`src/sv/ert_pkg.sv`:
```
package ert_pkg;

   localparam int MAX_THREADS = 16;
   localparam int COUNT_WIDTH = 16;
   localparam int BINS        = 3;

   localparam int IDX_W = (MAX_THREADS > 1) ? $clog2(MAX_THREADS) : 1;
   localparam int CNT_W = $clog2(MAX_THREADS + 1);

   localparam logic [1:0] FUNC_ENTER  = 2'd0;
   localparam logic [1:0] FUNC_EXIT   = 2'd1;
   localparam logic [1:0] FUNC_RETIRE = 2'd2;
   localparam logic [1:0] FUNC_FLUSH  = 2'd3;

   typedef struct packed {
      logic [1:0] func;
      logic [3:0] thread;
   } req_type;

   typedef struct packed {
      logic        freed_valid;
      logic [1:0]  freed_epoch;
      logic [15:0] freed_count;
      logic        advanced;
      logic [1:0]  epoch_now;
      logic        last;
   } rsp_type;

   typedef enum logic [1:0] {
      ST_IDLE,
      ST_EXEC,
      ST_WALK,
      ST_FLUSH
   } state_type;

   typedef struct packed {
      logic load;
      logic exec;
      logic in_walk;
      logic walk;
      logic flush;
   } cmd_type;

   typedef struct packed {
      logic walk_start;
      logic flush_multi;
      logic walk_end;
      logic bin_nonempty;
      logic bin_last;
      logic out_free;
   } status_type;

endpackage

```
`src/sv/ert_ctrl.sv`:
```
module ert_ctrl (
   input  logic               clock,
   input  logic               reset,
   input  logic               req_valid,
   output logic               req_ready,
   input  ert_pkg::status_type sts,
   output ert_pkg::cmd_type    cmd
);
   import ert_pkg::*;

   state_type state_ff;
   state_type state_in;

   always_ff @(posedge clock) begin
      if (reset) begin
         state_ff <= ST_IDLE;
      end else begin
         state_ff <= state_in;
      end
   end

   always_comb begin
      state_in  = state_ff;
      cmd       = '0;
      req_ready = 1'b0;
      case (state_ff)
         ST_IDLE: begin
            // No request is taken while reset holds the controller.
            req_ready = !reset;
            if (req_valid && !reset) begin
               cmd.load = 1'b1;
               state_in = ST_EXEC;
            end
         end
         ST_EXEC: begin
            if (sts.out_free) begin
               cmd.exec = 1'b1;
               if (sts.flush_multi) begin
                  state_in = ST_FLUSH;
               end else if (sts.walk_start) begin
                  state_in = ST_WALK;
               end else begin
                  state_in = ST_IDLE;
               end
            end
         end
         ST_WALK: begin
            cmd.in_walk = 1'b1;
            // A step that produces the result has to wait for the output slot.
            if (sts.out_free || !sts.walk_end) begin
               cmd.walk = 1'b1;
               if (sts.walk_end) begin
                  state_in = ST_IDLE;
               end
            end
         end
         ST_FLUSH: begin
            if (sts.out_free || !sts.bin_nonempty) begin
               cmd.flush = 1'b1;
               if (sts.bin_nonempty && sts.bin_last) begin
                  state_in = ST_IDLE;
               end
            end
         end
         default: begin
            state_in = ST_IDLE;
         end
      endcase
   end

endmodule

```
`config.mk`:
```
export PLATFORM = sky130hd
export DESIGN_NAME = ert_ctrl
export DESIGN_NICKNAME = d
export VERILOG_FILES = /design/src/sv/ert_pkg.sv /design/src/sv/ert_ctrl.sv
export SDC_FILE = /design/constraint.sdc
export NUM_CORES = 1
export LEC_CHECK = 0
export ABC_AREA = 1
export BUFFER_PORTS_ARGS = -buffer_cell sky130_fd_sc_hd__buf_4
export CAP_MARGIN = 40
export CORE_AREA = 2 2 39 41
export CTS_CLUSTER_DIAMETER = 150
export DETAILED_ROUTE_END_ITERATION = 10
export DIE_AREA = 0 0 41 43
export GPL_ROUTABILITY_DRIVEN = 0
export SLEW_MARGIN = 5
export SYNTH_ARGS = -nofsm -noshare
export SYNTH_HDL_FRONTEND = slang
export SYNTH_SLANG_ARGS = --single-unit
```
`constraint.sdc`:
```
create_clock -name clock -period 0.95 [get_ports clock]
set_input_delay 0.1425 -clock clock [delete_from_list [all_inputs] [get_ports clock]]
set_output_delay 0.1425 -clock clock [all_outputs]
set_load 0.02 [all_outputs]
```
Word-level counts from Yosys, hierarchy flattened
Index checks and enable logic that the tools add are counted.
{"block": "classes", "n_eq_ne": 9, "mux": 18, "n_reduce_logical": 9}
{"op": "$mux W2", "count": 9}
{"op": "$ne A2 B2 Y1 const B", "count": 6}
{"op": "$mux W1", "count": 8}
{"op": "$pmux W2 S4", "count": 1}
{"op": "$reduce_and A6 Y1", "count": 1}
{"op": "$eq A2 B2 Y1 const B", "count": 2}
{"op": "$logic_not A1 Y1", "count": 3}
{"op": "$eq A2 B1 Y1 const B", "count": 1}
{"op": "$logic_and A1 B1 Y1", "count": 2}
{"op": "$logic_not A2 Y1", "count": 1}
{"op": "$logic_or A1 B1 Y1", "count": 2}
{"block": "word_totals", "ff_bits": 2, "in_bits": 9}

Longest topological paths before layout
Gate-level depths: netlist of run 1.
{"block": "depth", "ltp_word": 4, "depth_mapped": 8, "ltp_nobuf": 8}

Least setup slack after synthesis of run 1
Ideal clock, no wire load.
{"block": "synth_timing", "path_kind": "register to output", "from": "reg state_ff[1]", "to": "out cmd[1] (netlist name)", "arrival_time_ps": 1321, "setup_slack_ps": -513, "path_stages_with_launch": 4, "path_buffers": 0, "path_cell_list": "dfxtp_1 inv_1 nor2_1 a21boi_0"}
{"item": "from (decl)", "line": "ert_ctrl.sv:11", "rtl": "state_type state_ff;"}
{"item": "from (signal assigned)", "line": "ert_ctrl.sv:18", "rtl": "state_ff <= state_in;"}
{"item": "to (decl)", "line": "ert_ctrl.sv:7", "rtl": "output ert_pkg::cmd_type cmd"}

==> metrics.cfg, run 1 <==
[floorplanning]
die-height_um=43
rows=14
fp.dieW_um=41
core-area_mm2=0.00138
ios=15
initial_core_util_pct=14.2
die_area_mm2=0.00176

[setup_path]
worstPathRequired_ns=0.81
r2r_start=state_ff[1]
crit_fanout=5
ff2ff_path_depth=6
reg2reg_slack_ns=-0.01
startpoint_type=flip-flop
timing.rr.end=state_ff[0]
cp-end-kind=output pin
path_class=flip-flop to output pin
cp_data_arrival_time_ns=1.03

[hold_path]
whs_endpoint=state_ff[1]
min_from=reset
holdPathStages=4
hp-class=input pin to flip-flop

[clock_tree]
cts.clk_slew.worst_paths_ns=0.04
cts-htree-levels=1
cts_tree=yes
clockBufferDepth=2
clock-root-buffer=clkbuf_4
cts_made_buffers=3
cts_hold_buf=0
cts_sinks=2
clock_latency_ns=0.23

[job]
drv_cap=0

[yosys]
synth_top_area_share_pct=20.4
netlist_instances=39
yosys_warnings=0
seq_area_frac_synth_pct=20.4
synth_cell_type_count=10
synth_area_leaders=dfxtp_1 (20%), inv_1 (19%), nand2_1 (19%)
syn_avg_cell_area_um2=5.04
synth_area_leader_cell=dfxtp_1
synthesis.nets=48
syn_area_um2=196
synth-seq-cells=2

[global_route]
grt_use_total_pct=8.70
grt_max_degree=6
grt_pass1_wl_um=1020
overflow=0
antenna_found_initial=0
grt_pass1_vias=291

[cells_and_area]
regMostFlops=state_ff
num-nets-final=70
n_fill_cell=161
reg_top3=state_ff (2)
fin_util_pct=31.6
drive_gt1_share_pct=53.3
antennaDiodeCount=0
largest_register_ffs=2
syn2layout_area_growth_pct=122

[outcome]
status=finished, violations left
failed_checks=negative setup slack

[drt]
drt_iter0_markers=3
wl_um=689
via_count=307
viasPerCell=4.04
ant_nets=0
drc=0
wire_per_inst_um=9.07
dr.pass1.iters=2

[pwr]
power.density_mw_per_mm2=1720
peakVddDrop_mv=0.762
leakagePower_nw=0.233

[timing]
period_minus_slack_ns=1.17
drv_slew=0
max_slew_margin_pct=85.6
rsz0062_at_grt=true
period_share_pct=123
fin_worst_skew_ns=0.00486
timing.hold.ws_ns=0.178
worst_pin_slew_ns=0.215
setup_viol=8
fmax_ghz=0.854
layout_setup_ws_ns=-0.221
hold_violations=0

[placed_design]
hpwl_um=481
numPortBuffers=14

-- timing repair --
action / CTS / global route
pin swaps: 2 / 3
endpoints found under the setup margin: 8 / 8
gates cloned: 0 / 0
setup buffers: 1 / 0
gates resized for setup: 8 / 5
-- worst max-delay path, cell delays in order, from the launching register on --
cell	delay, ns
dfxtp_4	0.39
inv_4	0.04
nor2_4	0.07
a21boi_4	0.17
buf_6	0.12
-- per-layer routing --
metal / up-vias / global-route usage, % / wire [um]
li1: 158 / - / -
met1: 139 / 8.89 / 272
met2: 10 / 13.8 / 373
met3: 0 / 1.57 / 44
met4: 0 / 8.00 / 0
met5: - / 0 / 0
-- worst max-delay path by stage --
stage                     start           to  slack (ns)  cells after the start
floorplan           state_ff[1]       cmd[1]       -0.02                      3
global placement    state_ff[0]  state_ff[1]       -0.05                      7
detailed placement  state_ff[0]  state_ff[0]        -0.1                      5
CTS                 state_ff[1]       cmd[1]       -0.22                      4
global route        state_ff[0]       cmd[3]       -0.26                      3
finish              state_ff[1]       cmd[1]       -0.22                      4
-- power breakdown --
group	switching (mW)	leakage, nW	total, mW	internal, mW
logic	0.198	0.200	0.387	0.189
clock network	0.0608	0.0150	0.218	0.157
registers	0.0361	0.0178	0.145	0.109
-- per-stage QoR --
step / total power [mW] / area [um^2] / std cells / setup slack [ns] / TNS [ns]
floorplan: 0.325 / 224 / 39 / -0.0194 / -0.0365
detailed placement: 0.463 / 364 / 71 / -0.0992 / -0.230
finish: 0.750 / 437 / 76 / -0.221 / -1.11
CTS: 0.735 / 422 / 76 / -0.223 / -1.18
global route: 0.809 / 437 / 76 / -0.263 / -1.56
global placement: 0.455 / 364 / 71 / -0.0479 / -0.0899
-- final cells by class --
class / count / area, um^2 / share of cell area (%)
well taps: 16 / 20.0 / 4.58
flip-flops and latches: 2 / 47.5 / 10.9
multi-input cells: 27 / 164 / 37.5
inverters: 10 / 40.0 / 9.17
repair buffers: 17 / 139 / 31.8
clock buffers: 4 / 26.3 / 6.02
-- placed cells by master, fill, tap and decap left out --
cell      count
buf_4        14
nand2_1       9
inv_1         8
nor2_1        4
nand3_1       4
clkbuf_4      3
buf_6         3
nor2_4        2
dfxtp_4       2
inv_4         1
a21boi_4      1
a21oi_2       1
inv_2         1
nor3_2        1
nor2_2        1
nand3_2       1
nand2_2       1
o21ai_0       1
o21bai_1      1
clkbuf_1      1
-- synth_stat cells --
cell,count
dfxtp_1,2
a21oi_1,1
o21ai_0,1
nor3_1,1
nor2_1,7
inv_1,10
o21bai_1,1
nand2_1,10
a21boi_0,1
nand3_1,5
-- cells by family (layout without fill, tap and decap cells) --
family          Yosys count  in the layout  share of synthesized area (%)
simple gates             23             23                           47.8
buf+inv                  10             31                           19.1
flops                     2              2                           20.4
compound gates            4              4                           12.7
Note: power is estimated with default switching activity, not from simulation.
==> inputs of run 2 (changes only) <==
- CTS_BUF_LIST: default -> sky130_fd_sc_hd__clkbuf_8
==> run 2 against run 1 <==
Net effect:
- the run still ends with negative setup slack left
- sequential power about the same
- utilization increased by 1.4 points
- die area unchanged
- sequential cell count unchanged
- combinational power about the same
- maximum frequency increased by 1.8%
- count of clock-buffer cells in the layout decreased by 1
- hold slack improved by 0.014 ns
- register-to-register slack about the same
- cell area increased by 4.3%
- wire length decreased by 0.15%
- clock power increased by 61%
- critical endpoint unchanged
- highest routed layer unchanged
==> metrics.cfg, run 2 (synthesized netlist as in run 1, its figures left out) <==
[global_route]
grt_use_total_pct=8.40
grt_pass1_vias=288
grt_pass1_wl_um=1010
overflow=0
antenna_found_initial=0
grt_max_degree=6

[cells_and_area]
largest_register_ffs=2
fin_util_pct=32.9
reg_top3=state_ff (2)
antennaDiodeCount=0
n_fill_cell=160
final_common_cell=buf_4
num-nets-final=70
fin_cells=76
syn2layout_area_growth_pct=132
final_cell_mix=buf_4 (14), inv_1 (9), nand2_1 (9), nor2_1 (4), nand3_1 (4)
regMostFlops=state_ff
design_area_um2=455
drive_gt1_share_pct=53.3

[timing]
hold_violations=0
max_slew_margin_pct=85.6
fmax_ghz=0.869
rsz0062_at_grt=true
period_share_pct=121
period_minus_slack_ns=1.15
fin_worst_skew_ns=0.00326
setup_viol=8
drv_slew=0
worst_pin_slew_ns=0.215
layout_setup_ws_ns=-0.201

[clock_tree]
cts_sinks=2
cts_hold_buf=0
cts_tree=yes
clock-root-buffer=clkbuf_8
cts-htree-levels=1
clock_latency_ns=0.21
cts.clk_slew.worst_paths_ns=0.03
cts_made_buffers=3
clockBufferDepth=2

[outcome]
status=finished, violations left
failed_checks=negative setup slack

[placed_design]
numPortBuffers=14
placed_area_um2=364
hpwl_um=481
placed_cells=71

[pwr]
peakVddDrop_mv=0.904
clkPwrFrac_pct=39.7
power.density_mw_per_mm2=1940
p_comb_share_pct=43.8
seqPwrFrac_pct=16.5
p_switching_mw=0.309
power.internal_mw=0.573
p_sw_share_pct=35.0
leakagePower_nw=0.245

[setup_path]
cp-end-kind=output pin
critPathMaxStageDelay_ns=0.38
path_class=flip-flop to output pin
cp_cell_sequence=inv_4 -> nor2_4 -> a21boi_4 -> buf_6
startpoint_type=flip-flop
slowest_stage=dfxtp_4
cp_data_arrival_time_ns=1.01
crit_fanout=5
worstPathRequired_ns=0.81

[floorplanning]
fp.dieW_um=41
die-height_um=43
die_area_mm2=0.00176
core-area_mm2=0.00138
initial_core_util_pct=14.2
ios=15
rows=14

[drt]
wire_per_inst_um=9.05
wl_um=688
drc=0
via_count=303
drt_iter0_markers=3
viasPerCell=3.99
ant_nets=0
dr.pass1.iters=2

[job]
drv_cap=0

[hold_path]
hp-class=input pin to flip-flop

-- run 2: cell count changes in the layout (fill, tap and decap cells not counted), sizes merged --
| cell | change |
|---|---|
| clkbuf | -1 |
| inv | +1 |
-- run 2: critical path: cells and delay by family, from the launching register on --
family | cells | cell delay (ns)
AO/OA/AOI/OAI | 1 | 0.17
buffers and inverters | 2 | 0.16
flip-flops | 1 | 0.38
AND/OR/NAND/NOR | 1 | 0.07
-- run 2: repair_timing --
action	in CTS	in global routing
buffers inserted	1	0
endpoints found under the hold margin	0	0
resized for setup	8	5
pin swaps	2	3
endpoints found under the setup margin	8	8
-- run 2: metrics by stage --
stage               total power [mW]  hold slack, ns  setup TNS (ns)  worst slack [ns]
floorplan                      0.325           0.289         -0.0365           -0.0194
global placement               0.455           0.407         -0.0899           -0.0479
detailed placement             0.463           0.422          -0.230           -0.0992
CTS                            0.870           0.195           -1.04            -0.200
global route                   0.944           0.221           -1.43            -0.242
finish                         0.882           0.192          -0.986            -0.201
-- run 2: layout make-up --
type | instances | area, um^2 | area share [%]
Timing Repair Buffer | 17 | 139 | 30.5
Sequential cell | 2 | 47.5 | 10.4
Clock buffer | 3 | 41.3 | 9.07
Tap cell | 16 | 20.0 | 4.40
Inverter | 10 | 40.0 | 8.79
Clock inverter | 1 | 3.75 | 0.824
Multi-Input combinational cell | 27 | 164 | 36.0
-- run 2: per-layer routing --
| metal | up-vias | wire, um | part of all wire, % | global-route usage (%) |
|---|---|---|---|---|
| met5 | - | 0 | 0 | 0 |
| met4 | 0 | 0 | 0 | 6.00 |
| met3 | 0 | 40 | 5.8 | 1.57 |
| met2 | 10 | 372 | 54 | 13.8 |
| met1 | 135 | 275 | 40 | 8.89 |
| li1 | 158 | - | - | - |
-- run 2: path summary, 6_finish.rpt --
| check | from | endpoint | slack (ns) | depth (start not counted) |
|---|---|---|---|---|
| setup reg to reg | state_ff[0] | state_ff[0] | -0.01 | 5 |
| hold reg to reg | state_ff[0] | state_ff[1] | 0.70 | 4 |
| setup / recovery | state_ff[1] | cmd[1] | -0.20 | 4 |
| hold / removal | reset | state_ff[1] | 0.19 | 4 |
-- run 2: power by group through the flow --
stage / logic [mW] / registers, mW / clock network (mW)
2_1_floorplan: 0.196 / 0.129 / 0
3_3_place_gp: 0.324 / 0.131 / 0
3_5_place_dp: 0.328 / 0.134 / 0
4_1_cts: 0.364 / 0.141 / 0.364
5_1_grt: 0.429 / 0.148 / 0.367
6_report: 0.387 / 0.146 / 0.350
==> inputs of run 3 (changes only) <==
- clock period: 0.95 -> 1.2 ns (I/O delays scaled with it)
==> run 3 against run 2 <==
Net effect:
- the flow now finishes without violations
- wire length fell by 14%
- combinational power fell by 39%
- hold slack improved by 0.044 ns
- sequential share of layout area rose by 1.2 points
- count of clock-buffer cells in the layout did not move
- clock power fell by 26%
- sequential cell count did not move
- global-route usage fell by 0.80 points
- power fell by 32%
- clock skew fell by 0.0016 ns
- largest power group is now the clock network
- highest routed layer unchanged
==> metrics.cfg, run 3 (synthesized netlist as in run 1, its figures left out) <==
[hold_path]
hp-class=input pin to flip-flop

[floorplanning]
core-area_mm2=0.00138
ios=15
die_area_mm2=0.00176
die-height_um=43
fp.dieW_um=41
initial_core_util_pct=14.2
rows=14

[global_route]
grt_max_degree=7
antenna_found_initial=0
overflow=0
grt-busiest-layer=met2
grt_pass1_vias=258
met1_usage_pct=6.67
grt_use_total_pct=7.60
grt_util_met3_pct=4.71
grt_pass1_wl_um=876
met2_usage_pct=12.5

[timing]
worst_pin_slew_ns=0.171
period_minus_slack_ns=1.19
timing.hold.ws_ns=0.236
layout_setup_ws_ns=0.00515
fmax_ghz=0.837
fin_worst_skew_ns=0.00167
max_slew_margin_pct=88.5
hold_violations=0
setup_viol=0
setup_tns_ns=0
drv_slew=0
period_share_pct=99.6
rsz0062_at_grt=true

[pwr]
clkPwrFrac_pct=43.1
power.internal_mw=0.404
power.density_mw_per_mm2=1560
p_switching_mw=0.199
power.total_mw=0.603
p_comb_share_pct=39.5
leakagePower_nw=0.222
peakVddDrop_mv=0.552
p_sw_share_pct=33.0
seqPwrFrac_pct=17.4

[cells_and_area]
final_common_cell=buf_4
num-nets-final=68
fin_cells=73
largest_register_ffs=2
reg_top3=state_ff (2)
multi_input_area_um2=128
layout.area.seq_um2=45.0
final_cell_mix=buf_4 (14), nand2_1 (10), inv_1 (9), nor2_1 (5), nand3_1 (5)
drive_gt1_share_pct=42.1
syn2layout_area_growth_pct=97.5
n_fill_cell=167
antennaDiodeCount=0
regMostFlops=state_ff

[drt]
dr.pass1.iters=4
drt_iter0_markers=2
wire_per_inst_um=8.14
drc=0
via_count=284
ant_nets=0
wl_um=594
viasPerCell=3.89

[setup_path]
cp-end-kind=output pin
startpoint_type=flip-flop
worstPathRequired_ns=1.02
cp_data_arrival_time_ns=1.01
crit_fanout=6
path_class=flip-flop to output pin

[clock_tree]
cts_tree=yes
cts-htree-levels=1
clock-root-buffer=clkbuf_8
clock_latency_ns=0.21
cts_sinks=2
clockBufferDepth=2
cts_made_buffers=3
cts.clk_slew.worst_paths_ns=0.03

[placed_design]
placed_cells=69
numPortBuffers=14
post-place-ws_ns=0.156
hpwl_um=483

[outcome]
status=finished clean

[job]
drv_cap=0

-- run 3: repair_timing --
action	4_1_cts	5_1_grt
setup endpoints to repair	3	4
hold buffers	0	0
pin swaps	0	1
endpoints found under the hold margin	0	0
gates resized for setup	2	4
setup buffers	0	1
-- run 3: stage by stage --
| step | cell area, um^2 | utilization [%] |
|---|---|---|
| 6_report | 388 | 28.0 |
| 5_1_grt | 388 | 28.0 |
| 4_1_cts | 372 | 26.9 |
| 3_5_place_dp | 328 | 23.7 |
| 3_3_place_gp | 328 | 23.7 |
| 2_1_floorplan | 203 | - |
-- run 3: path summary, 6_finish.rpt --
path | startpoint | to | slack [ns] | depth (start not counted)
setup reg to reg | state_ff[0] | state_ff[0] | 0.19 | 5
setup / recovery | state_ff[1] | cmd[1] | 0.005 | 4
hold reg to reg | state_ff[0] | state_ff[1] | 0.67 | 4
hold / removal | reset | state_ff[1] | 0.24 | 4
-- run 3: critical path: stages (launching register included) --
cell,delay [ns]
dfxtp_4,0.36
inv_2,0.04
nor2_2,0.11
a21boi_2,0.17
buf_6,0.13
-- run 3: area by class of cell --
type | instances | area share, %
multi-input combinational | 27 | 32.9
timing repair buffer | 15 | 30.0
tap | 16 | 5.16
sequential | 2 | 11.6
inverter | 10 | 9.68
clock buffer | 3 | 10.6
-- run 3: power groups by stage --
| stage | Clock (mW) | Sequential (mW) | Combinational, mW |
|---|---|---|---|
| floorplan | 0 | 0.0949 | 0.141 |
| global placement | 0 | 0.0962 | 0.219 |
| detailed placement | 0 | 0.0975 | 0.224 |
| CTS | 0.269 | 0.0998 | 0.225 |
| global route | 0.276 | 0.108 | 0.263 |
| finish | 0.260 | 0.105 | 0.238 |
-- run 3: layer usage --
metal	share of wire [%]	routed length, um
met4	0	0
met2	49	290
met5	0	0
met1	45	266
met3	6.2	37
