File: config.mk
export PLATFORM = sky130hd
export DESIGN_NAME = ert_datapath
export DESIGN_NICKNAME = d
export VERILOG_FILES = /design/src/sv/ert_pkg.sv /design/src/sv/ert_datapath.sv
export SDC_FILE = /design/constraint.sdc
export NUM_CORES = 1
export LEC_CHECK = 0
export BUFFER_PORTS_ARGS = -buffer_cell sky130_fd_sc_hd__buf_2
export CAP_MARGIN = 10
export CORE_MARGIN = 2
export CORE_UTILIZATION = 58
export CTS_BUF_LIST = sky130_fd_sc_hd__clkbuf_8
export DETAILED_ROUTE_END_ITERATION = 10
export HOLD_SLACK_MARGIN = 0.15
export PLACE_DENSITY_LB_ADDON = 0.2
export SYNTH_ARGS = -nofsm -noshare
export SYNTH_HDL_FRONTEND = slang
export SYNTH_SLANG_ARGS = --single-unit
File: constraint.sdc
create_clock -name clock -period 6.72 [get_ports clock]
set_input_delay 0.672 -clock clock [delete_from_list [all_inputs] [get_ports clock]]
set_output_delay 0.672 -clock clock [all_outputs]
set_load 0.005 [all_outputs]
File: src/sv/ert_pkg.sv
package ert_pkg;

   localparam int MAX_THREADS = 16;
   localparam int COUNT_WIDTH = 16;
   localparam int BINS        = 3;

   localparam int IDX_W = (MAX_THREADS > 1) ? $clog2(MAX_THREADS) : 1;
   localparam int CNT_W = $clog2(MAX_THREADS + 1);

   localparam logic [1:0] FUNC_ENTER  = 2'd0;
   localparam logic [1:0] FUNC_EXIT   = 2'd1;
   localparam logic [1:0] FUNC_RETIRE = 2'd2;
   localparam logic [1:0] FUNC_FLUSH  = 2'd3;

   typedef struct packed {
      logic [1:0] func;
      logic [3:0] thread;
   } req_type;

   typedef struct packed {
      logic        freed_valid;
      logic [1:0]  freed_epoch;
      logic [15:0] freed_count;
      logic        advanced;
      logic [1:0]  epoch_now;
      logic        last;
   } rsp_type;

   typedef enum logic [1:0] {
      ST_IDLE,
      ST_EXEC,
      ST_WALK,
      ST_FLUSH
   } state_type;

   typedef struct packed {
      logic load;
      logic exec;
      logic in_walk;
      logic walk;
      logic flush;
   } cmd_type;

   typedef struct packed {
      logic walk_start;
      logic flush_multi;
      logic walk_end;
      logic bin_nonempty;
      logic bin_last;
      logic out_free;
   } status_type;

endpackage

File: src/sv/ert_datapath.sv
module ert_datapath (
   input  logic                clock,
   input  logic                reset,
   input  ert_pkg::req_type    req_data,
   input  ert_pkg::cmd_type    cmd,
   output ert_pkg::status_type sts,
   output logic                rsp_valid,
   input  logic                rsp_ready,
   output ert_pkg::rsp_type    rsp_data
);
   import ert_pkg::*;

   req_type                req_ff;
   logic [1:0]             ge_ff, ge_in;
   logic [CNT_W-1:0]       kc_ff, kc_in;
   logic [CNT_W-1:0]       walk_ff, walk_in;
   logic [1:0]             bin_ff, bin_in;
   logic                   active_ff [MAX_THREADS];
   logic                   active_in [MAX_THREADS];
   logic [1:0]             epoch_ff [MAX_THREADS];
   logic [1:0]             epoch_in [MAX_THREADS];
   logic                   known_ff [MAX_THREADS];
   logic                   known_in [MAX_THREADS];
   logic [COUNT_WIDTH-1:0] bins_ff [BINS];
   logic [COUNT_WIDTH-1:0] bins_in [BINS];
   logic [3:0]             order_ff [MAX_THREADS];
   logic                   order_we;
   logic                   rsp_valid_ff, rsp_valid_in;
   rsp_type                rsp_ff, rsp_in;

   logic                   in_range;
   logic [IDX_W-1:0]       tidx;
   logic [IDX_W-1:0]       uidx;
   logic [IDX_W-1:0]       rd_idx;
   logic                   act_r;
   logic [1:0]             ep_r;
   logic                   known_t;
   logic [1:0]             ep_t;
   logic [1:0]             rbin;
   logic [1:0]             ge_next;
   logic                   walk_done;
   logic                   walk_stop;
   logic                   all_empty;
   logic [COUNT_WIDTH-1:0] fl_cnt;
   logic                   fl_last;
   logic [COUNT_WIDTH-1:0] adv_cnt;
   logic                   emit;

   always_comb begin
      in_range  = int'(req_ff.thread) < MAX_THREADS;
      tidx      = IDX_W'(req_ff.thread);
      uidx      = IDX_W'(order_ff[IDX_W'(walk_ff - CNT_W'(1))]);
      // One read port on the active and epoch tables, shared by the walk and the caller.
      rd_idx    = cmd.in_walk ? uidx : tidx;
      act_r     = active_ff[rd_idx];
      ep_r      = epoch_ff[rd_idx];
      known_t   = known_ff[tidx];
      ep_t      = known_t ? ep_r : 2'd0;
      rbin      = (ep_t == 2'd3) ? 2'd0 : ep_t;
      ge_next   = (ge_ff == 2'd2) ? 2'd0 : ge_ff + 2'd1;
      adv_cnt   = bins_ff[ge_next];
      walk_done = (walk_ff == '0);
      walk_stop = !walk_done && act_r && (ep_r != ge_ff);
      all_empty = (bins_ff[0] == '0) && (bins_ff[1] == '0) && (bins_ff[2] == '0);
      fl_cnt    = (bin_ff == 2'd3) ? '0 : bins_ff[bin_ff];
      case (bin_ff)
         2'd0:    fl_last = (bins_ff[1] == '0) && (bins_ff[2] == '0);
         2'd1:    fl_last = (bins_ff[2] == '0);
         default: fl_last = 1'b1;
      endcase

      sts.walk_start   = (req_ff.func == FUNC_EXIT) && in_range;
      sts.flush_multi  = (req_ff.func == FUNC_FLUSH) && !all_empty;
      sts.walk_end     = walk_done || walk_stop;
      sts.bin_nonempty = (fl_cnt != '0);
      sts.bin_last     = fl_last;
      sts.out_free     = !rsp_valid_ff || rsp_ready;
   end

   always_comb begin
      ge_in     = ge_ff;
      kc_in     = kc_ff;
      walk_in   = walk_ff;
      bin_in    = bin_ff;
      active_in = active_ff;
      epoch_in  = epoch_ff;
      known_in  = known_ff;
      bins_in   = bins_ff;
      order_we  = 1'b0;
      emit      = 1'b0;
      rsp_in    = '0;
      rsp_in.epoch_now = ge_ff;
      rsp_in.last      = 1'b1;

      if (cmd.exec) begin
         bin_in = 2'd0;
         if (req_ff.func == FUNC_FLUSH) begin
            emit = all_empty;
         end else if (!in_range) begin
            emit = 1'b1;
         end else begin
            if (!known_t) begin
               known_in[tidx]  = 1'b1;
               active_in[tidx] = 1'b0;
               epoch_in[tidx]  = 2'd0;
               if (kc_ff < CNT_W'(MAX_THREADS)) begin
                  order_we = 1'b1;
                  kc_in    = kc_ff + CNT_W'(1);
               end
            end
            case (req_ff.func)
               FUNC_ENTER: begin
                  active_in[tidx] = 1'b1;
                  epoch_in[tidx]  = ge_ff;
                  emit            = 1'b1;
               end
               FUNC_EXIT: begin
                  active_in[tidx] = 1'b0;
                  walk_in         = kc_in;
               end
               default: begin
                  if (bins_ff[rbin] != {COUNT_WIDTH{1'b1}}) begin
                     bins_in[rbin] = bins_ff[rbin] + COUNT_WIDTH'(1);
                  end
                  emit = 1'b1;
               end
            endcase
         end
      end

      if (cmd.walk) begin
         if (walk_done) begin
            // Every registered thread agrees: release the oldest bin and advance.
            ge_in              = ge_next;
            bins_in[ge_next]   = '0;
            emit               = 1'b1;
            rsp_in.freed_valid = (adv_cnt != '0);
            rsp_in.freed_epoch = (adv_cnt != '0) ? ge_next : 2'd0;
            rsp_in.freed_count = 16'(adv_cnt);
            rsp_in.advanced    = 1'b1;
            rsp_in.epoch_now   = ge_next;
         end else if (walk_stop) begin
            emit = 1'b1;
         end else begin
            if (!act_r) begin
               epoch_in[uidx] = ge_ff;
            end
            walk_in = walk_ff - CNT_W'(1);
         end
      end

      if (cmd.flush) begin
         bin_in = bin_ff + 2'd1;
         if (fl_cnt != '0) begin
            bins_in[bin_ff]    = '0;
            emit               = 1'b1;
            rsp_in.freed_valid = 1'b1;
            rsp_in.freed_epoch = bin_ff;
            rsp_in.freed_count = 16'(fl_cnt);
            rsp_in.last        = fl_last;
         end
      end

      if (emit) begin
         rsp_valid_in = 1'b1;
      end else if (rsp_ready) begin
         rsp_valid_in = 1'b0;
      end else begin
         rsp_valid_in = rsp_valid_ff;
      end
   end

   always_ff @(posedge clock) begin
      if (reset) begin
         ge_ff        <= '0;
         kc_ff        <= '0;
         walk_ff      <= '0;
         bin_ff       <= '0;
         rsp_valid_ff <= 1'b0;
         for (int i = 0; i < MAX_THREADS; i++) begin
            active_ff[i] <= 1'b0;
            epoch_ff[i]  <= '0;
            known_ff[i]  <= 1'b0;
         end
         for (int b = 0; b < BINS; b++) begin
            bins_ff[b] <= '0;
         end
      end else begin
         ge_ff        <= ge_in;
         kc_ff        <= kc_in;
         walk_ff      <= walk_in;
         bin_ff       <= bin_in;
         rsp_valid_ff <= rsp_valid_in;
         active_ff    <= active_in;
         epoch_ff     <= epoch_in;
         known_ff     <= known_in;
         bins_ff      <= bins_in;
      end
   end

   always_ff @(posedge clock) begin
      if (cmd.load) begin
         req_ff <= req_data;
      end
      if (order_we) begin
         order_ff[kc_ff[IDX_W-1:0]] <= req_ff.thread;
      end
      if (emit) begin
         rsp_ff <= rsp_in;
      end
   end

   assign rsp_valid = rsp_valid_ff;
   assign rsp_data  = rsp_ff;

endmodule

### Word level (Yosys, flattened, before mapping)

Memory sizes are Yosys's and may differ from the RTL's.
Index checks and enable logic that the tools add are counted.

| word-level totals | value |
|---|---|
| bits in registers | 156 |
| latch bits | 0 |
| memory bits (writable) | 64 |
| ROM bits | 0 |
| bits of input ports | 14 |
| output and inout bits | 30 |
| logic and storage cells | 232 |
| memories kept | 1 |

Memory list:

| name | depth | width | rd ports | clocked after Yosys merged registers in | wr ports | RTL line | RTL |
|---|---|---|---|---|---|---|---|
| order_ff | 16 | 4 | 1 | 0 | 1 | ert_datapath.sv:26 | `logic [3:0] order_ff [MAX_THREADS];` |

| operators by class | value |
|---|---|
| $add $sub $neg | 5 |
| multipliers | 0 |
| div/mod/pow operators | 0 |
| magnitude comparators | 12 |
| equality and inequality tests | 8 |
| shifts and indexed selects | 0 |
| muxes and demuxes | 92 |
| bitwise operators | 19 |
| reduce and logical (&&, ||, !) cells | 31 |

Operators by type and width:

| operator | number |
|---|---|
| $mux 48 | 8 |
| $mux 32 | 10 |
| $mux 16 | 13 |
| $and 48x48->48 | 2 |
| $bmux 16 s2 | 3 |
| $demux 16 s2 | 3 |
| $not 48->48 | 2 |
| $bwmux 32 | 2 |
| $bwmux 48 | 1 |
| $logic_not 16->1 | 3 |
| $mux 22 | 2 |
| $mux 5 | 8 |
| $mux 19 | 2 |
| $and 16x16->16 | 2 |
| $and 32x32->32 | 1 |
| $not 32->32 | 1 |
| $or 16x16->16 | 2 |
| $pmux 16 s2 | 1 |
| $reduce_bool 16->1 | 2 |
| $mux 1 | 21 |
| $mux 2 | 10 |
| $add 16x1->16 const B | 1 |
| $demux 2 s4 | 2 |
| $ne 16x16->1 const B | 1 |
| other kinds (29) | 64 |

### Longest topological paths before layout

An unclocked memory read counts as a cell.

| logic depth | value |
|---|---|
| word-level depth | 26 |
| gate-level depth with buffers | 32 |
| gate-level depth less buffers | 22 |

### Worst setup path after synthesis

Ideal clock, no wire load.

| path | value |
|---|---|
| path kind | reg2reg |
| from | reg walk_ff[0] |
| to | reg bins_ff[21] (netlist bit) |
| library setup time | 0.128 ns |
| arrival | 6.823 ns |
| data required time | 6.592 ns |
| path slack | -0.230 ns |
| stages on the path, launching flop included | 29 |
| path buffers | 8 |
| clock period less this slack | 6.950 ns |
| path through | dfxtp_1 -> buf_6 -> buf_2 -> inv_1 -> ha_1 -> clkbuf_1 -> clkbuf_1 -> mux4_1 -> nand2b_1 -> a21oi_1 -> nor2_1 -> mux2i_1 -> a221o_1 -> a31oi_1 -> and2_1 -> ha_1 -> clkbuf_1 -> buf_1 -> mux2i_1 -> o2bb2ai_1 -> nand4_1 -> nor4_1 -> nand4_1 -> o211a_1 -> clkbuf_1 -> nand2_1 -> clkbuf_1 -> mux2i_1 -> nor2_1 |

| between the ends | value |
|---|---|
| longest elaborated chain between the ends | 26 |
| elaborated cells on any way between the ends | 33 |
| those cells by class | add/sub: 2; order compare: 2; eq/ne: 2; mux: 20; bitwise: 4; reduce/logical: 2; memory: 1 |

RTL lines:

| element | RTL line | RTL |
|---|---|---|
| start: declaration | ert_datapath.sv:16 | `logic [CNT_W-1:0] walk_ff, walk_in;` |
| start signal: assignment | ert_datapath.sv:191 | `walk_ff <= walk_in;` |
| $sub 5x1->5 | -- |  |
| $mem_v2 16x4 | -- |  |
| $mux 4 | ert_datapath.sv:54 | `rd_idx = cmd.in_walk ? uidx : tidx;` |
| $not 4->5 (implied by the code) | ert_datapath.sv:56 | `ep_r = epoch_ff[rd_idx];` |
| $bmux 2 s4 | ert_datapath.sv:56 |  |
| $mux 2 (implied by the code) (2 in series) | ert_datapath.sv:56 |  |
| $mux 2 | ert_datapath.sv:58 | `ep_t = known_t ? ep_r : 2'd0;` |
| $eq 2x2->1 | ert_datapath.sv:59 | `rbin = (ep_t == 2'd3) ? 2'd0 : ep_t;` |
| [... 9 more ...] | -- |  |
| $mux 48 | ert_datapath.sv:97 | `if (req_ff.func == FUNC_FLUSH) begin` |
| $mux 48 | ert_datapath.sv:95 | `if (cmd.exec) begin` |
| $and 48x48->48 (no source line) | -- |  |
| $mux 48 | ert_datapath.sv:132 | `if (walk_done) begin` |
| $mux 48 (*) | ert_datapath.sv:131 | `if (cmd.walk) begin` |
| $and 48x48->48 (no source line) | -- |  |
| $mux 48 | ert_datapath.sv:154 | `if (fl_cnt != '0) begin` |
| $mux 48 (*) | ert_datapath.sv:152 | `if (cmd.flush) begin` |
| end signal: assignment | ert_datapath.sv:197 | `bins_ff <= bins_in;` |
| end: declaration | ert_datapath.sv:24 | `logic [COUNT_WIDTH-1:0] bins_ff [BINS];` |

Every way passes the cells marked *; elsewhere a longest branch is shown, timed or not. The select of a mux whose other input is x is not followed.
A chain may end at the register's enable or synchronous reset.

### Final worst setup path

| path | value |
|---|---|
| from | reg walk_ff[0] |
| to | reg bins_ff[45] (netlist bit) |

The elaborated chain is that of the path after synthesis.

==> results.tsv <==
stage	metric	value	unit
critical_path	slowest_stage	mux4_1	
layout	seqCellArea	0.005335	mm²
global_route	grt_pass1_wl	50900	µm
pwr	power.leakage	4.868	nW
clock_network	ctsHoldBuffers	0	
yosys	yosysWarningCount	0	
yosys	synth_area	0.01169	mm²
route	ant_nets	0	
route	drt_iter0_drc	1142	
global_route	grt_use_total	30.28	%
pwr	clkPwrFrac	25.3	%
yosys	synthCells	1224	
placement	gp_congestion	0.9822	
clock_network	htreeDepth	2	
route	drt-pass1-iter-count	5	
clock_network	insertion_delay	0.55	ns
global_route	antenna_found_initial	1	
run	cap_violations	0	
critical_path	crit_type	reg2reg	
yosys	ys_ff_latch	220	
yosys	synthFlopType	dfxtp_1	
timing	max_freq	0.1580	GHz
timing	finalCriticalPeriod	6.328	ns
yosys	yosysSeqAreaShare	45.65	%
critical_path	end_kind	flop	
layout	nFillCells	1610	
global_route	grt_pass1_vias	9033	
layout	multi_input_area	0.005992	mm²
layout	final_layout_size_suffix_gt1_share	14.43	%
timing	worst-slew-pin-transition	1.116	ns
route	vias	9939	
route	drc	0	
floorplanning	rows	51	
pwr	powerDensity	366.4	mW/mm²
floorplanning	fp.dieH	145.9	µm
clock_network	cts_buffers	37	
pwr	p_switching	0.001876	W
yosys	syn-num-nets	1251	
clock_network	cts_tree	built	
pwr	comb_power_share	41.5	%
critical_path	critPathTopFamily	simple AND/OR/NAND/NOR gates	
pwr	vdd_drop_max	0.2749	mV
timing	holdWs	0.3135	ns
clock_network	clock_path_buffers	3	
route	finalWirelength	32630	µm
timing	tns	0	ns
critical_path	cp.required	7.11	ns
critical_path	crit_path_max_incr_delay	0.59	ns
route	wl_per_cell	21.00	µm
timing	min_period_over_period	94.16	%
route	avgViaCountPerCell	6.396	
timing	relSlewSlack	24.94	%
pwr	design_power_total	0.004767	W
layout	area_growth	11.33	%
layout	num_antenna_cells	0	
yosys	synthDistinctLibCells	64	
yosys	async_reset_ff_share	0	%
critical_path	startpoint_type	flop	
global_route	grt_remaining_overflow	0	
layout	layout_common_cells	155 x nor2_1, 128 x nand2_1, 127 x dfxtp_1, 104 x mux2i_1, 93 x edfxtp_1	
timing	slew_viol_final	0	
clock_network	cts_num_sinks	220	
placement	portBuffers	43	
placement	dpl.hpwl	23660	µm
worst_hold_path	hold_class	in2reg	
layout	final_common_cell	nor2_1	
clock_network	root_buffer	clkbuf_8	
critical_path	reg2reg_slack	0.39	ns
global_route	grt_max_degree	44	
clock_network	clk_pin_slew	0.06	ns
floorplanning	fp.coreArea	0.01959	mm²
floorplanning	initial_core_util	59.65	%
critical_path	crit_fanout	21	
timing	hold_violations	0	
floorplanning	io_pins	44	
floorplanning	die_w	145.9	µm
critical_path	arrival	6.72	ns
timing	finalSetupViolations	0	
pwr	p_int	0.002891	W
pwr	p_seq_share	33.2	%
timing	skew	0.03022	ns
pwr	swShare	39.34	%
status	outcome	completed	
critical_path	crit_buf_inv	6	
layout	nets	1289	
floorplanning	die_area	0.02130	mm²
yosys	synth_edf_count	93	
yosys	synth_area_per_cell	9.548	µm²
state kept, by name, indices dropped and copies added, names as in the netlist:
signal and cells:
tidx 4, bin_ff 2, order_ff 64, walk_ff 5, known_ff 16, rsp_data 23
ge_ff 2, epoch_ff 32, rsp_valid 1, bins_ff 48, req_ff 2, active_ff 16
kc_ff 5
what timing repair did:
| action | 4_1_cts | 5_1_grt |
|---|---|---|
| endpoints found under the setup margin | 0 | 42 |
| resized for setup | 0 | 13 |
| buffers inserted | 0 | 2 |
worst register-to-register path, delay by kind of cell, from the launching register on:
kind                       cells  cell delay [ns]
and+or+nand+nor                7             1.56
muxes                          5             1.45
AOI/OAI and AO/OA              6             1.43
buffers and inverters          6             1.14
DFF                            1             0.34
adders and majority gates      1             0.24
power groups by stage:
stage | clock network [W] | registers, W | logic, W
3_5_place_dp | 0 | 0.00161 | 0.00191
4_1_cts | 0.00122 | 0.00158 | 0.00191
6_report | 0.00121 | 0.00158 | 0.00198
3_3_place_gp | 0 | 0.00161 | 0.00191
2_1_floorplan | 0 | 0.00159 | 0.00132
5_1_grt | 0.00128 | 0.00159 | 0.00211
area by class of cell:
cell class,instances,share of cell area (%)
clock inverters,23,1.202
inverters,25,0.7213
flip-flops and latches,220,41.01
repair buffers,78,3.914
well taps,265,2.549
clock buffers,43,4.549
multi-input cells,900,46.06
per-stage QoR:
step,instance area (µm²),util [%],instances,setup WS (ns)
after floorplan,11700,-,1224,0.02316
after global placement,12180,62.20,1486,0.4016
after detailed placement,12180,62.20,1486,0.2453
after CTS,12930,66.02,1552,0.2017
after global routing,13010,66.41,1554,-0.02688
final,13010,66.41,1554,0.3923
layer usage:
metal  global-route usage (%)  routed length [µm]  vias up
met5                        0                   0        -
met4                    10.64                1044        0
met3                    6.646                3179       81
met2                    44.29               13760      519
met1                    44.46               14650     4734
li1                         -                   -     4605
cells by family (layout without fill, tap and decap cells):
kind of cell             Yosys count  after routing  synth area share (%)
AO/OA/AOI/OAI                    255            255                 14.25
multiplexers                     146            146                 15.17
AND/OR/NAND/NOR                  465            465                 18.34
flip-flops                       220            220                 45.65
XOR/XNOR                          21             21                 1.638
buffers and inverters            104            169                 3.555
adder cells (fa/ha/maj)           13             13                 1.392
synthesized netlist by cell type (all sizes together) (3+ instances only):
master     n  area, µm²
a32oi      4      35.03
or3        4      25.02
a22oi     26      195.2
and3       9      56.30
nor4      23      143.9
mux4      20      476.7
ha        13      162.7
o221ai     5      43.79
edfxtp    93       2793
nand3     29      145.1
nor3      42      210.2
o31ai     22      165.2
xor2       9      86.34
nor3b      3      22.52
nand4     17      106.4
a2bb2oi    4      35.03
a21oi     92      460.4
a21o       6      45.04
and2       9      56.30
mux2      22      255.3
dfxtp    127       2542
mux2i    104       1041
or4        5      41.29
o21ai     34      170.2
nand2    128      480.5
inv       25      93.84
o41ai      3      26.28
nor2b     14      87.58
nor2     156      585.6
buf       16      85.08
and4       4      35.03
a221o      4      40.04
or3b       4      35.03
nand2b    16      100.1
o32ai      3      26.28
clkbuf    63      236.5
o21a      12      90.09
a31oi      9      56.30
xnor2     12      105.1
o22ai      8      50.05
worst paths after layout:
check                                  from          end  cells past startpoint
worst max-delay path             walk_ff[0]  bins_ff[45]                     25
worst min-delay path            req_data[5]    req_ff[5]                      1
worst max register to register   walk_ff[0]  bins_ff[45]                     25
worst min register to register  known_ff[6]  known_ff[6]                      2
Power figures use the tool's default switching activity.
